`config.mk`:
```
export PLATFORM = sky130hd
export DESIGN_NAME = gsbhd_ram
export DESIGN_NICKNAME = d
export VERILOG_FILES = /design/src/hw/rtl/gsbhd_ram.sv
export SDC_FILE = /design/constraint.sdc
export NUM_CORES = 1
export LEC_CHECK = 0
export BUFFER_PORTS_ARGS = -buffer_cell sky130_fd_sc_hd__buf_4
export CAP_MARGIN = 20
export CORE_AREA = 4 4 264 266
export CTS_BUF_LIST = sky130_fd_sc_hd__clkbuf_2 sky130_fd_sc_hd__clkbuf_4 sky130_fd_sc_hd__clkbuf_8
export DETAILED_ROUTE_END_ITERATION = 10
export DIE_AREA = 0 0 268 270
export MAX_ROUTING_LAYER = met4
export PLACE_DENSITY = 0.77
export RECOVER_POWER = 25
export SLEW_MARGIN = 25
export SYNTH_ARGS = -nofsm -noshare
export SYNTH_HDL_FRONTEND = slang
export SYNTH_SLANG_ARGS = --single-unit
```
`constraint.sdc`:
```
create_clock -name clk -period 2.9 [get_ports clk]
set_input_delay 0.145 -clock clk [delete_from_list [all_inputs] [get_ports clk]]
set_output_delay 0.145 -clock clk [all_outputs]
set_load 0.02 [all_outputs]
```
`src/hw/rtl/gsbhd_ram.sv`:
```
module gsbhd_ram #(
  parameter int WIDTH = 16,
  parameter int DEPTH = 64
) (
  input  logic                     clk,
  input  logic                     we,
  input  logic [$clog2(DEPTH)-1:0] waddr,
  input  logic [WIDTH-1:0]         wdata,
  input  logic [$clog2(DEPTH)-1:0] raddr,
  output logic [WIDTH-1:0]         rdata
);

  logic [WIDTH-1:0] mem [DEPTH];

  always_ff @(posedge clk) begin
    if (we) begin
      mem[waddr] <= wdata;
    end
    rdata <= mem[raddr];
  end

endmodule

```
; Word level (Yosys, flattened, before mapping)
; Memory sizes are Yosys's and may differ from the RTL's. A register that Yosys moved wholly into a read port is not among the register bits.
; Cells that the tools add are included.
[word_totals]
n_memories = 1
reg_bits = 0
in_bits = 30
wordCells = 3
mem_bits_rw = 1024
[op_classes]
n_mux = 2
[mem_list]
columns = memory, words, width, rd, rd_clocked_by_memory_dff, write_ports, line_no
row1 = mem, 64, 16, 1, 1, 1, 13  ; logic [WIDTH-1:0] mem [DEPTH];
[op_table]
columns = operator, n
row1 = 2-to-1 mux 1 bit, 2

; Longest topological paths before layout
; Gate-level depths: netlist (run 1).
[depth]
word_depth = 2
ltp_mapped = 10

; Worst setup path before layout (run 1)
; OpenSTA, ideal clock, no wires.
[synth_path]
path_type = input -> register
startpoint = in waddr[3]
endpoint = mem mem[48][0] (enable)
setup_ps = 409
arrival_ps = 1771
setup_slack_ps = 720
required_time_ps = 2491
path_buffers = 1
stages = 4
path_cell_list = clkbuf_1 nor2b_1 nand4b_1 nor3_1
[synth_lines]
columns = item, line_no
row1 = "start, declared", 7  ; input logic [$clog2(DEPTH)-1:0] waddr,
row2 = "end, declared", 13
; No word-level cell before the write port.

==> results of run 1 <==
## sequential cells by signal, indices dropped and copies added, names as in the netlist
signal	count
rdata	16
mem	1024
## power groups by stage
stage          clock (mW)  sequential (mW)  combinational, mW
3_3_place_gp            0             17.0               1.54
5_1_grt              12.4             16.7               1.69
4_1_cts              11.6             16.7               1.60
6_report             11.4             16.7               1.59
3_5_place_dp            0             17.0               1.57
2_1_floorplan           0             17.0              0.861
## cell type report
class / instances / share of cell area [%]
clock buffers: 223 / 6.045
diodes: 7 / 0.03886
flip-flops and latches: 1040 / 68.92
clock inverters: 57 / 0.6134
multi-input cells: 685 / 18.30
well taps: 873 / 2.423
repair buffers: 194 / 3.658
## what timing repair did
item	in CTS	in global routing
gates resized for setup	0	0
hold buffers	25	0
endpoints found under the hold margin	1138	0
## worst max-delay path by stage
| stage | endpoint | cells after the start |
|---|---|---|
| floorplan | mem[48][0] | 4 |
| global placement | rdata[0] | 6 |
| detailed placement | rdata[0] | 6 |
| CTS | rdata[0] | 4 |
| global route | rdata[0] | 4 |
| finish | rdata[0] | 4 |
## metal layers
layer,GRT usage [%],wire length (um)
met1,36.23,33620
met2,39.42,43620
met3,6.231,10170
met4,8.906,2516
met5,-,0
## stage by stage
stage / setup WS [ps] / utilization, % / std cells / total power, mW
after floorplan: 720.2 / - / 1829 / 17.88
after global placement: 24.91 / 62.42 / 2767 / 18.55
after detailed placement: -0.8731 / 62.42 / 2767 / 18.60
after CTS: 610.4 / 67.27 / 3072 / 29.92
after global routing: 554.7 / 67.23 / 3075 / 30.77
final: 621.6 / 67.24 / 3079 / 29.73
## synth_stat cells, types with 8 or more instances
cell type,instances,area [um^2]
a211o_1,8,70.07
edfxtp_1,1024,30750
buf_4,13,97.59
buf_2,36,180.2
mux2_2,27,304.0
clkbuf_1,24,90.09
nand4_1,12,75.07
dfxtp_1,16,320.3
a311oi_1,8,70.07
a21oi_1,17,85.08
nor2_1,72,270.3
a211oi_1,8,60.06
a221oi_1,16,140.1
nand2_1,59,221.5
a31oi_1,8,50.05
buf_6,17,191.4
nand3_1,24,120.1
nor2b_1,30,187.7
mux4_2,220,4955
mux2i_1,85,850.8
a22oi_1,39,292.8
## worst max-delay path: cells and delay by family, from the launching register on
kind	cells	cell delay, ps
AO/OA/AOI/OAI	2	970
flip-flops	1	360
multiplexers	2	770
## cell families after synthesis
kind of cell | after synthesis
mux | 336
buf+inv | 104
simple gates | 220
compound gates | 129
flops | 1040
==> impl_metrics.csv, run 1 <==
group,metric,value,unit
run_status,status,"finished with violations",
run_status,failed_checks,"capacitance limit, slew limit",
synthesis,synth_edf_count,1024,
setup_path,startpoint_type,"flip-flop",
synthesis,seq_area_frac_synth,77.59,%
run,max_cap_viol_count,3,
clock_network,cts_setup_buffers,0,
timing,hold_viol,0,
pwr,pwr-share-comb,5.4,%
timing,slew_headroom,-4.729,%
pwr,p_int,23.39,mW
layout,multi_input_area,8249,um^2
setup_path,max_stage_delay,840,ps
place,dp.final_hpwl,53.07,mm
synthesis,synthFlopType,"edfxtp_1",
clock_network,clock-sinks,1040,
synthesis,async_flop_share,0,%
place,placedInstanceArea,41850,um^2
setup_path,critPathCaptureType,"flip-flop",
synthesis,ys_seq_elements,1040,
timing,drv_slew,195,
detailed_routing,drt_iter0_markers,2803,
floorplan,start_util,59.73,%
synthesis,synthSimpleGateAreaFrac,2.647,%
clock_network,cts_max_level,4,
detailed_routing,drc,0,
synthesis,synthMuxAreaShare,15.52,%
worst_hold_path,hp-class,"input port to flip-flop",
synthesis,synth_cells,1829,
synthesis,synth-xor-area-share,0,%
pwr,p_per_area,659.5,nW/um^2
floorplan,rows,95,
detailed_routing,drt_first_pass_iters,7,
floorplan,io_pins,46,
detailed_routing,route.vias.total,19922,
layout,mostFrequentLayoutCells,"edfxtp_1 (1,024), mux4_2 (220), clkbuf_8 (169)",
setup_path,reg2reg_depth,4,
global_route,grt-ovfl-total,0,
global_route,grt_max_degree,66,
setup_path,r2r_setup_slack,620,ps
timing,grt_setup_unrepaired,"no",
clock_network,clkSlewWorstSetupHoldPaths,70,ps
floorplan,die_area,72360,um^2
pwr,p_sw,6.340,mW
pwr,swShare,21.32,%
clock_network,numCtsBuffers,157,
pwr,power.share.clock,38.4,%
layout,fin_nets,2108,
synthesis,syn_area_per_cell,21.89,um^2
detailed_routing,viasPerCell,6.470,
timing,clock.fmax,438.9,MHz
setup_path,worstPathRequired,3520,ps
clock_network,clock_latency,810,ps
synthesis,synth.distinct_cells,43,
global_route,grtUsageTotal,26.23,%
worst_hold_path,min_from,"waddr[4]",
place,gp_congestion,0.8462,
synthesis,synth_compound_area_share,2.409,%
timing,skew,45.34,ps
detailed_routing,wl_per_cell,29.20,um
worst_hold_path,whs_path_depth,4,
pwr,power.leakage,14.55,nW
setup_path,r2r-start,"mem[63][0]",
synthesis,synth_fp_nets,1859,
setup_path,cp.arrival,2900,ps
setup_path,timing.rr.end,"rdata[0]",
layout,seqCellArea,31070,um^2
detailed_routing,wirelength,89.92,mm
clock_network,root_buffer,"clkbuf_8",
global_route,grt_pass1_vias,19932,
floorplan,die_h,270,um
place,port-buffer-count,45,
layout,postLayoutCellArea,45080,um^2
detailed_routing,ant_nets,0,
clock_network,clock_path_buffers,3,
timing,min_period_over_period,78.57,%
layout,final_layout_size_suffix_gt1_share,30.24,%
layout,area_delta_synth_final,12.58,%
timing,whs,115.3,ps
synthesis,synth_top_family_by_area,"multiplexers",
global_route,grt_pass1_wl,132.8,mm
timing,fin_tns_setup,0,ps
setup_path,critPathSlowestCell,"a221oi_1",
setup_path,crit_chain,"mux4_2 > mux2_2 > a221oi_1 > a311oi_1",
synthesis,yosys.area_share.adder,0,%
timing,finalCriticalPeriod,2278,ps
clock_network,cts_tree,"built",
floorplan,core-area,67040,um^2
floorplan,fp.dieW,268,um
synthesis,yosys_warnings,0,
synthesis,netlist_area,40040,um^2
worst_hold_path,hold_end,"mem[12][9]",
timing,setup_viol,0,
setup_path,crit_path_start,"mem[63][0]",
timing,worstMarginPinSlew,1571,ps
setup_path,criticalPathCategory,"flip-flop to flip-flop",
layout,final_common_cell,"edfxtp_1",
setup_path,critical_path_peak_fanout,1,
global_route,antenna_found_initial,5,
pwr,power_frac_seq,56.3,%
pwr,vdd_drop_max,0.4426,mV
layout,fillCellCount,4082,
No activity file was read; power rests on OpenSTA's default activity.
==> run 2: changes to the inputs <==
Clock period 2.9 ns to 2.2 ns, I/O delays scaled along.
==> run 2 against run 1 <==
Net effect: the run still ends with capacitance limit, slew limit left; non-clock buffer count grew 61; sequential share of layout area shrank 0.98 points; combinational power grew 42%; flip-flop and latch count is the same; worst setup slack lost 540 ps; register-to-register slack lost 540 ps; cell area grew 1.4%; clock power grew 33%.
==> impl_metrics.csv, run 2 (synthesis gave the netlist of run 1 again) <==
group,metric,value,unit
global_route,grtUsageTotal,26.88,%
floorplan,die_area,72360,um^2
layout,final_layout_size_suffix_gt1_share,32.54,%
place,gp_congestion,0.8584,
detailed_routing,ant_nets,0,
global_route,grt_pass1_wl,135.8,mm
place,port-buffer-count,45,
detailed_routing,drt-met1-wl,34.70,mm
timing,grt_setup_unrepaired,"no",
pwr,p_per_area,864.2,nW/um^2
detailed_routing,drt_first_pass_iters,5,
setup_path,startpoint_type,"flip-flop",
global_route,grt-ovfl-total,0,
setup_path,reg2reg_depth,5,
setup_path,critPathCaptureType,"flip-flop",
pwr,power.leakage,14.91,nW
detailed_routing,wl_met3,9.777,mm
setup_path,r2r-start,"mem[30][2]",
setup_path,cp.arrival,2820,ps
layout,reg_top3,"mem: 1024 flops, rdata: 16 flops",
clock_network,cts_tree,"built",
clock_network,clkSlewWorstSetupHoldPaths,60,ps
floorplan,die_h,270,um
layout,fin_nets,2169,
timing,clock.fmax,472.5,MHz
setup_path,timing.rr.end,"rdata[2]",
timing,worstMarginPinSlew,1569,ps
global_route,grt_pass1_vias,20520,
clock_network,clock_latency,820,ps
timing,skew,41.13,ps
timing,whs,91.16,ps
timing,setup_viol,0,
setup_path,r2r_setup_slack,80,ps
floorplan,fp.dieW,268,um
setup_path,cp-endpoint,"rdata[2]",
floorplan,rows,95,
run_status,status,"finished with violations",
detailed_routing,wl_per_cell,29.48,um
global_route,antenna_found_initial,7,
global_route,grt_max_degree,65,
setup_path,worstPathRequired,2910,ps
clock_network,cts_setup_buffers,0,
layout,area_delta_synth_final,14.20,%
detailed_routing,drt_iter0_markers,2763,
floorplan,core-area,67040,um^2
clock_network,numCtsBuffers,157,
timing,fin_tns_setup,0,ps
setup_path,crit_path_start,"mem[30][2]",
layout,largest_reg_flops,1024,
run,max_cap_viol_count,5,
pwr,vdd_drop_max,0.7190,mV
worst_hold_path,hp-class,"input port to flip-flop",
detailed_routing,drc,0,
detailed_routing,routed.top_layer,"met4",
timing,drv_slew,324,
timing,hold_viol,0,
floorplan,io_pins,46,
detailed_routing,route.vias.total,20174,
detailed_routing,wirelength,92.68,mm
timing,finalCriticalPeriod,2116,ps
clock_network,cts_max_level,4,
timing,min_period_over_period,96.19,%
layout,top_register,"mem",
setup_path,critical_path_peak_fanout,1,
detailed_routing,wl_met2,45.05,mm
detailed_routing,viasPerCell,6.417,
clock_network,clock-sinks,1040,
place,dp.final_hpwl,56.03,mm
clock_network,clock_path_buffers,3,
timing,slew_headroom,-4.592,%
clock_network,root_buffer,"clkbuf_8",
layout,mostFrequentLayoutCells,"edfxtp_1 (1,024), mux4_2 (220), buf_4 (189)",
run_status,failed_checks,"capacitance limit, slew limit",
floorplan,start_util,59.73,%
setup_path,criticalPathCategory,"flip-flop to flip-flop",
layout,final_common_cell,"edfxtp_1",
-- run 2: cell count changes in the layout (fill, tap and decap cells not counted), sizes merged --
cell and delta:
buf +63, dlygate4sd3 -4, inv +4, diode +2, clkinv -4, clkinvlp +4
-- run 2: per-layer routing --
metal  up-vias  GRT usage [%]
met3       195          6.668
met2      1188          40.32
met5         -              -
met1     10459          36.43
li1       8332              -
met4         0          10.26
-- run 2: layout make-up --
cell class	count	area [um^2]
clock buffers	221	2660
multi-input cells	685	8255
fillers	4033	21310
flip-flops and latches	1040	31070
repair buffers	255	2251
well taps	873	1092
diodes	9	22.52
clock inverters	61	377.9
-- run 2: what timing repair did --
| item | CTS | global route |
|---|---|---|
| hold buffers | 21 | 0 |
| endpoints found under the hold margin | 1164 | 0 |
| endpoints found under the setup margin | 0 | 1 |
| gates resized for setup | 0 | 1 |
-- run 2: power by group --
part           switching, mW  internal [mW]  total, mW
combinational           1.35          0.897       2.25
clock                   7.25           7.98       15.2
sequential            0.0756           22.0       22.0
-- run 2: worst min path at each step --
| stage | start | to | slack (ps) | cells past startpoint |
|---|---|---|---|---|
| CTS | raddr[3] | rdata[0] | 10 | 5 |
| global placement | rdata[8] | rdata[8] | 530 | 1 |
| global route | waddr[0] | mem[51][6] | 80 | 4 |
| finish | raddr[3] | rdata[15] | 90 | 4 |
| detailed placement | rdata[8] | rdata[8] | 530 | 1 |
| floorplan | wdata[0] | mem[0][0] | 210 | 0 |
-- run 2: worst max-delay path, stage by stage (launching register included) --
cell      delay [ps]
edfxtp_1         370
mux4_2           470
mux2_2           300
nand2_1          140
nand4_1          390
and4_1           340
-- run 2: per-stage QoR --
stage | worst slack (ps) | power [mW] | std cells | util, % | instance area (um^2)
after floorplan | 55.23 | 23.57 | 1829 | - | 40040
after global placement | -265.6 | 24.59 | 2832 | 63.39 | 42500
after detailed placement | -266.5 | 24.65 | 2832 | 63.39 | 42500
after CTS | 55.84 | 39.73 | 3135 | 68.24 | 45750
after global routing | 55.75 | 40.84 | 3141 | 68.20 | 45720
final | 83.75 | 39.52 | 3144 | 68.21 | 45730
==> run 3: changes to the inputs <==
Settings changed: CORE_AREA 4 4 264 266 to 2 2 262 264, DIE_AREA 0 0 268 270 to 0 0 264 266, PLACE_DENSITY 0.77 to default, PLACE_DENSITY_LB_ADDON from default to 0.3.
==> run 3 against run 2 <==
Net effect: the flow still finishes with violations (capacitance limit, slew limit); clock power about the same; clock skew down 11 ps; wire length down 0.88%; via count down 0.26%; total power about the same; non-clock buffer count down 3; register-to-register slack better by 180 ps; first-iteration DRC count down 15%.
==> impl_metrics.csv, run 3 (synthesis gave the netlist of run 1 again) <==
group,metric,value,unit
clock_network,cts_max_level,4,
layout,fin_nets,2170,
floorplan,core-area,67750,um^2
global_route,grt_pass1_vias,20538,
run_status,failed_checks,"capacitance limit, slew limit",
layout,top_register,"mem",
setup_path,startpoint_type,"flip-flop",
global_route,grt_max_degree,65,
worst_hold_path,min_from,"raddr[3]",
clock_network,clock-sinks,1040,
worst_hold_path,hp-class,"input port to flip-flop",
run_status,status,"finished with violations",
detailed_routing,wirelength,91.87,mm
setup_path,cp.arrival,2600,ps
clock_network,clock_latency,810,ps
detailed_routing,viasPerCell,6.377,
setup_path,critical_path_peak_fanout,1,
clock_network,root_buffer,"clkbuf_8",
setup_path,r2r-start,"mem[7][15]",
pwr,finalPower,39.56,mW
place,gp_congestion,0.8562,
run,max_cap_viol_count,4,
timing,skew,29.99,ps
setup_path,criticalPathCategory,"flip-flop to flip-flop",
timing,hold_viol,0,
floorplan,fp.dieW,264,um
floorplan,start_util,59.11,%
timing,drv_slew,195,
layout,area_delta_synth_final,14.23,%
place,port-buffer-count,45,
clock_network,cts_hold_buf,26,
global_route,grt_pass1_wl,135.1,mm
layout,final_layout_size_suffix_gt1_share,31.86,%
global_route,grtUsageTotal,27.73,%
pwr,power.leakage,14.89,nW
timing,min_period_over_period,87.86,%
global_route,grt-ovfl-total,0,
setup_path,crit_path_start,"mem[7][15]",
clock_network,cts_setup_buffers,0,
layout,final_common_cell,"edfxtp_1",
pwr,vdd_drop_max,0.6029,mV
timing,fin_ws,267.0,ps
pwr,p_per_area,864.8,nW/um^2
layout,reg_top3,"mem: 1024 flops, rdata: 16 flops",
setup_path,critPathCaptureType,"flip-flop",
clock_network,numCtsBuffers,161,
timing,finalCriticalPeriod,1933,ps
detailed_routing,drt_first_pass_iters,5,
timing,slew_headroom,-2.681,%
layout,mostFrequentLayoutCells,"edfxtp_1 (1,024), mux4_2 (220), buf_4 (187)",
clock_network,cts_resized,0,
setup_path,worstPathRequired,2870,ps
timing,grt_setup_unrepaired,"no",
layout,fillCellCount,4226,
floorplan,io_pins,46,
floorplan,rows,96,
timing,whs,177.7,ps
floorplan,die_h,266,um
place,place_ws,-58.63,ps
detailed_routing,drt_iter0_markers,2359,
detailed_routing,ant_nets,0,
global_route,antenna_found_initial,6,
detailed_routing,wl_per_cell,29.12,um
timing,fin_tns_setup,0,ps
clock_network,clkSlewWorstSetupHoldPaths,70,ps
clock_network,cts_tree,"built",
timing,setup_viol,0,
layout,largest_reg_flops,1024,
place,dp.final_hpwl,55.22,mm
detailed_routing,drc,0,
floorplan,die_area,70220,um^2
timing,worstMarginPinSlew,1540,ps
clock_network,clock_path_buffers,3,
detailed_routing,route.vias.total,20121,
timing,clock.fmax,517.3,MHz
run 3: cell count changes in the layout (fill, tap and decap cells not counted), sizes merged:
cell,change
clkinvlp,-1
diode,-2
buf,-3
clkbuf,-6
clkinv,+10
inv,-1
dlygate4sd3,+5
run 3: worst paths after layout:
kind                    end  slack (ps)  cells past startpoint
setup / recovery  rdata[15]         270                      6
hold / removal    rdata[13]         180                      4
setup reg to reg  rdata[15]         270                      6
hold reg to reg   rdata[10]         880                      4
run 3: critical path, cell delays in order (launching register included):
cell	delay, ps
edfxtp_1	370
mux4_2	470
mux2i_1	270
a22oi_1	200
a31oi_1	250
buf_4	180
a311oi_1	60
run 3: stage by stage:
| stage | std cells | util (%) | cell area, um^2 |
|---|---|---|---|
| after detailed placement | 2833 | 62.64 | 42440 |
| after global routing | 3153 | 67.51 | 45740 |
| after CTS | 3148 | 67.54 | 45750 |
| after floorplan | 1829 | - | 40040 |
| final | 3155 | 67.52 | 45740 |
| after global placement | 2833 | 62.64 | 42440 |
run 3: routing by layer:
layer  GRT usage [%]  wire, um  vias to the layer above
met2           43.89     46000                     1088
li1                -         -                     8333
met3           5.545      8032                      180
met5               -         0                        -
met4           10.04      3095                        0
met1           36.46     34740                    10520
run 3: cell type report:
class / instances / area (um^2) / area share [%]
diodes: 7 / 17.52 / 0.03830
clock buffers: 220 / 2709 / 5.922
flip-flops and latches: 1040 / 31070 / 67.93
repair buffers: 252 / 2245 / 4.907
well taps: 882 / 1104 / 2.413
multi-input cells: 685 / 8249 / 18.03
clock inverters: 69 / 346.6 / 0.7577
run 3: power breakdown:
group / total [mW] / switching, mW / internal, mW
Clock: 15.3 / 7.20 / 8.09
Sequential: 22.0 / 0.0803 / 22.0
Combinational: 2.23 / 1.33 / 0.902
Total: 39.6 / 8.61 / 30.9
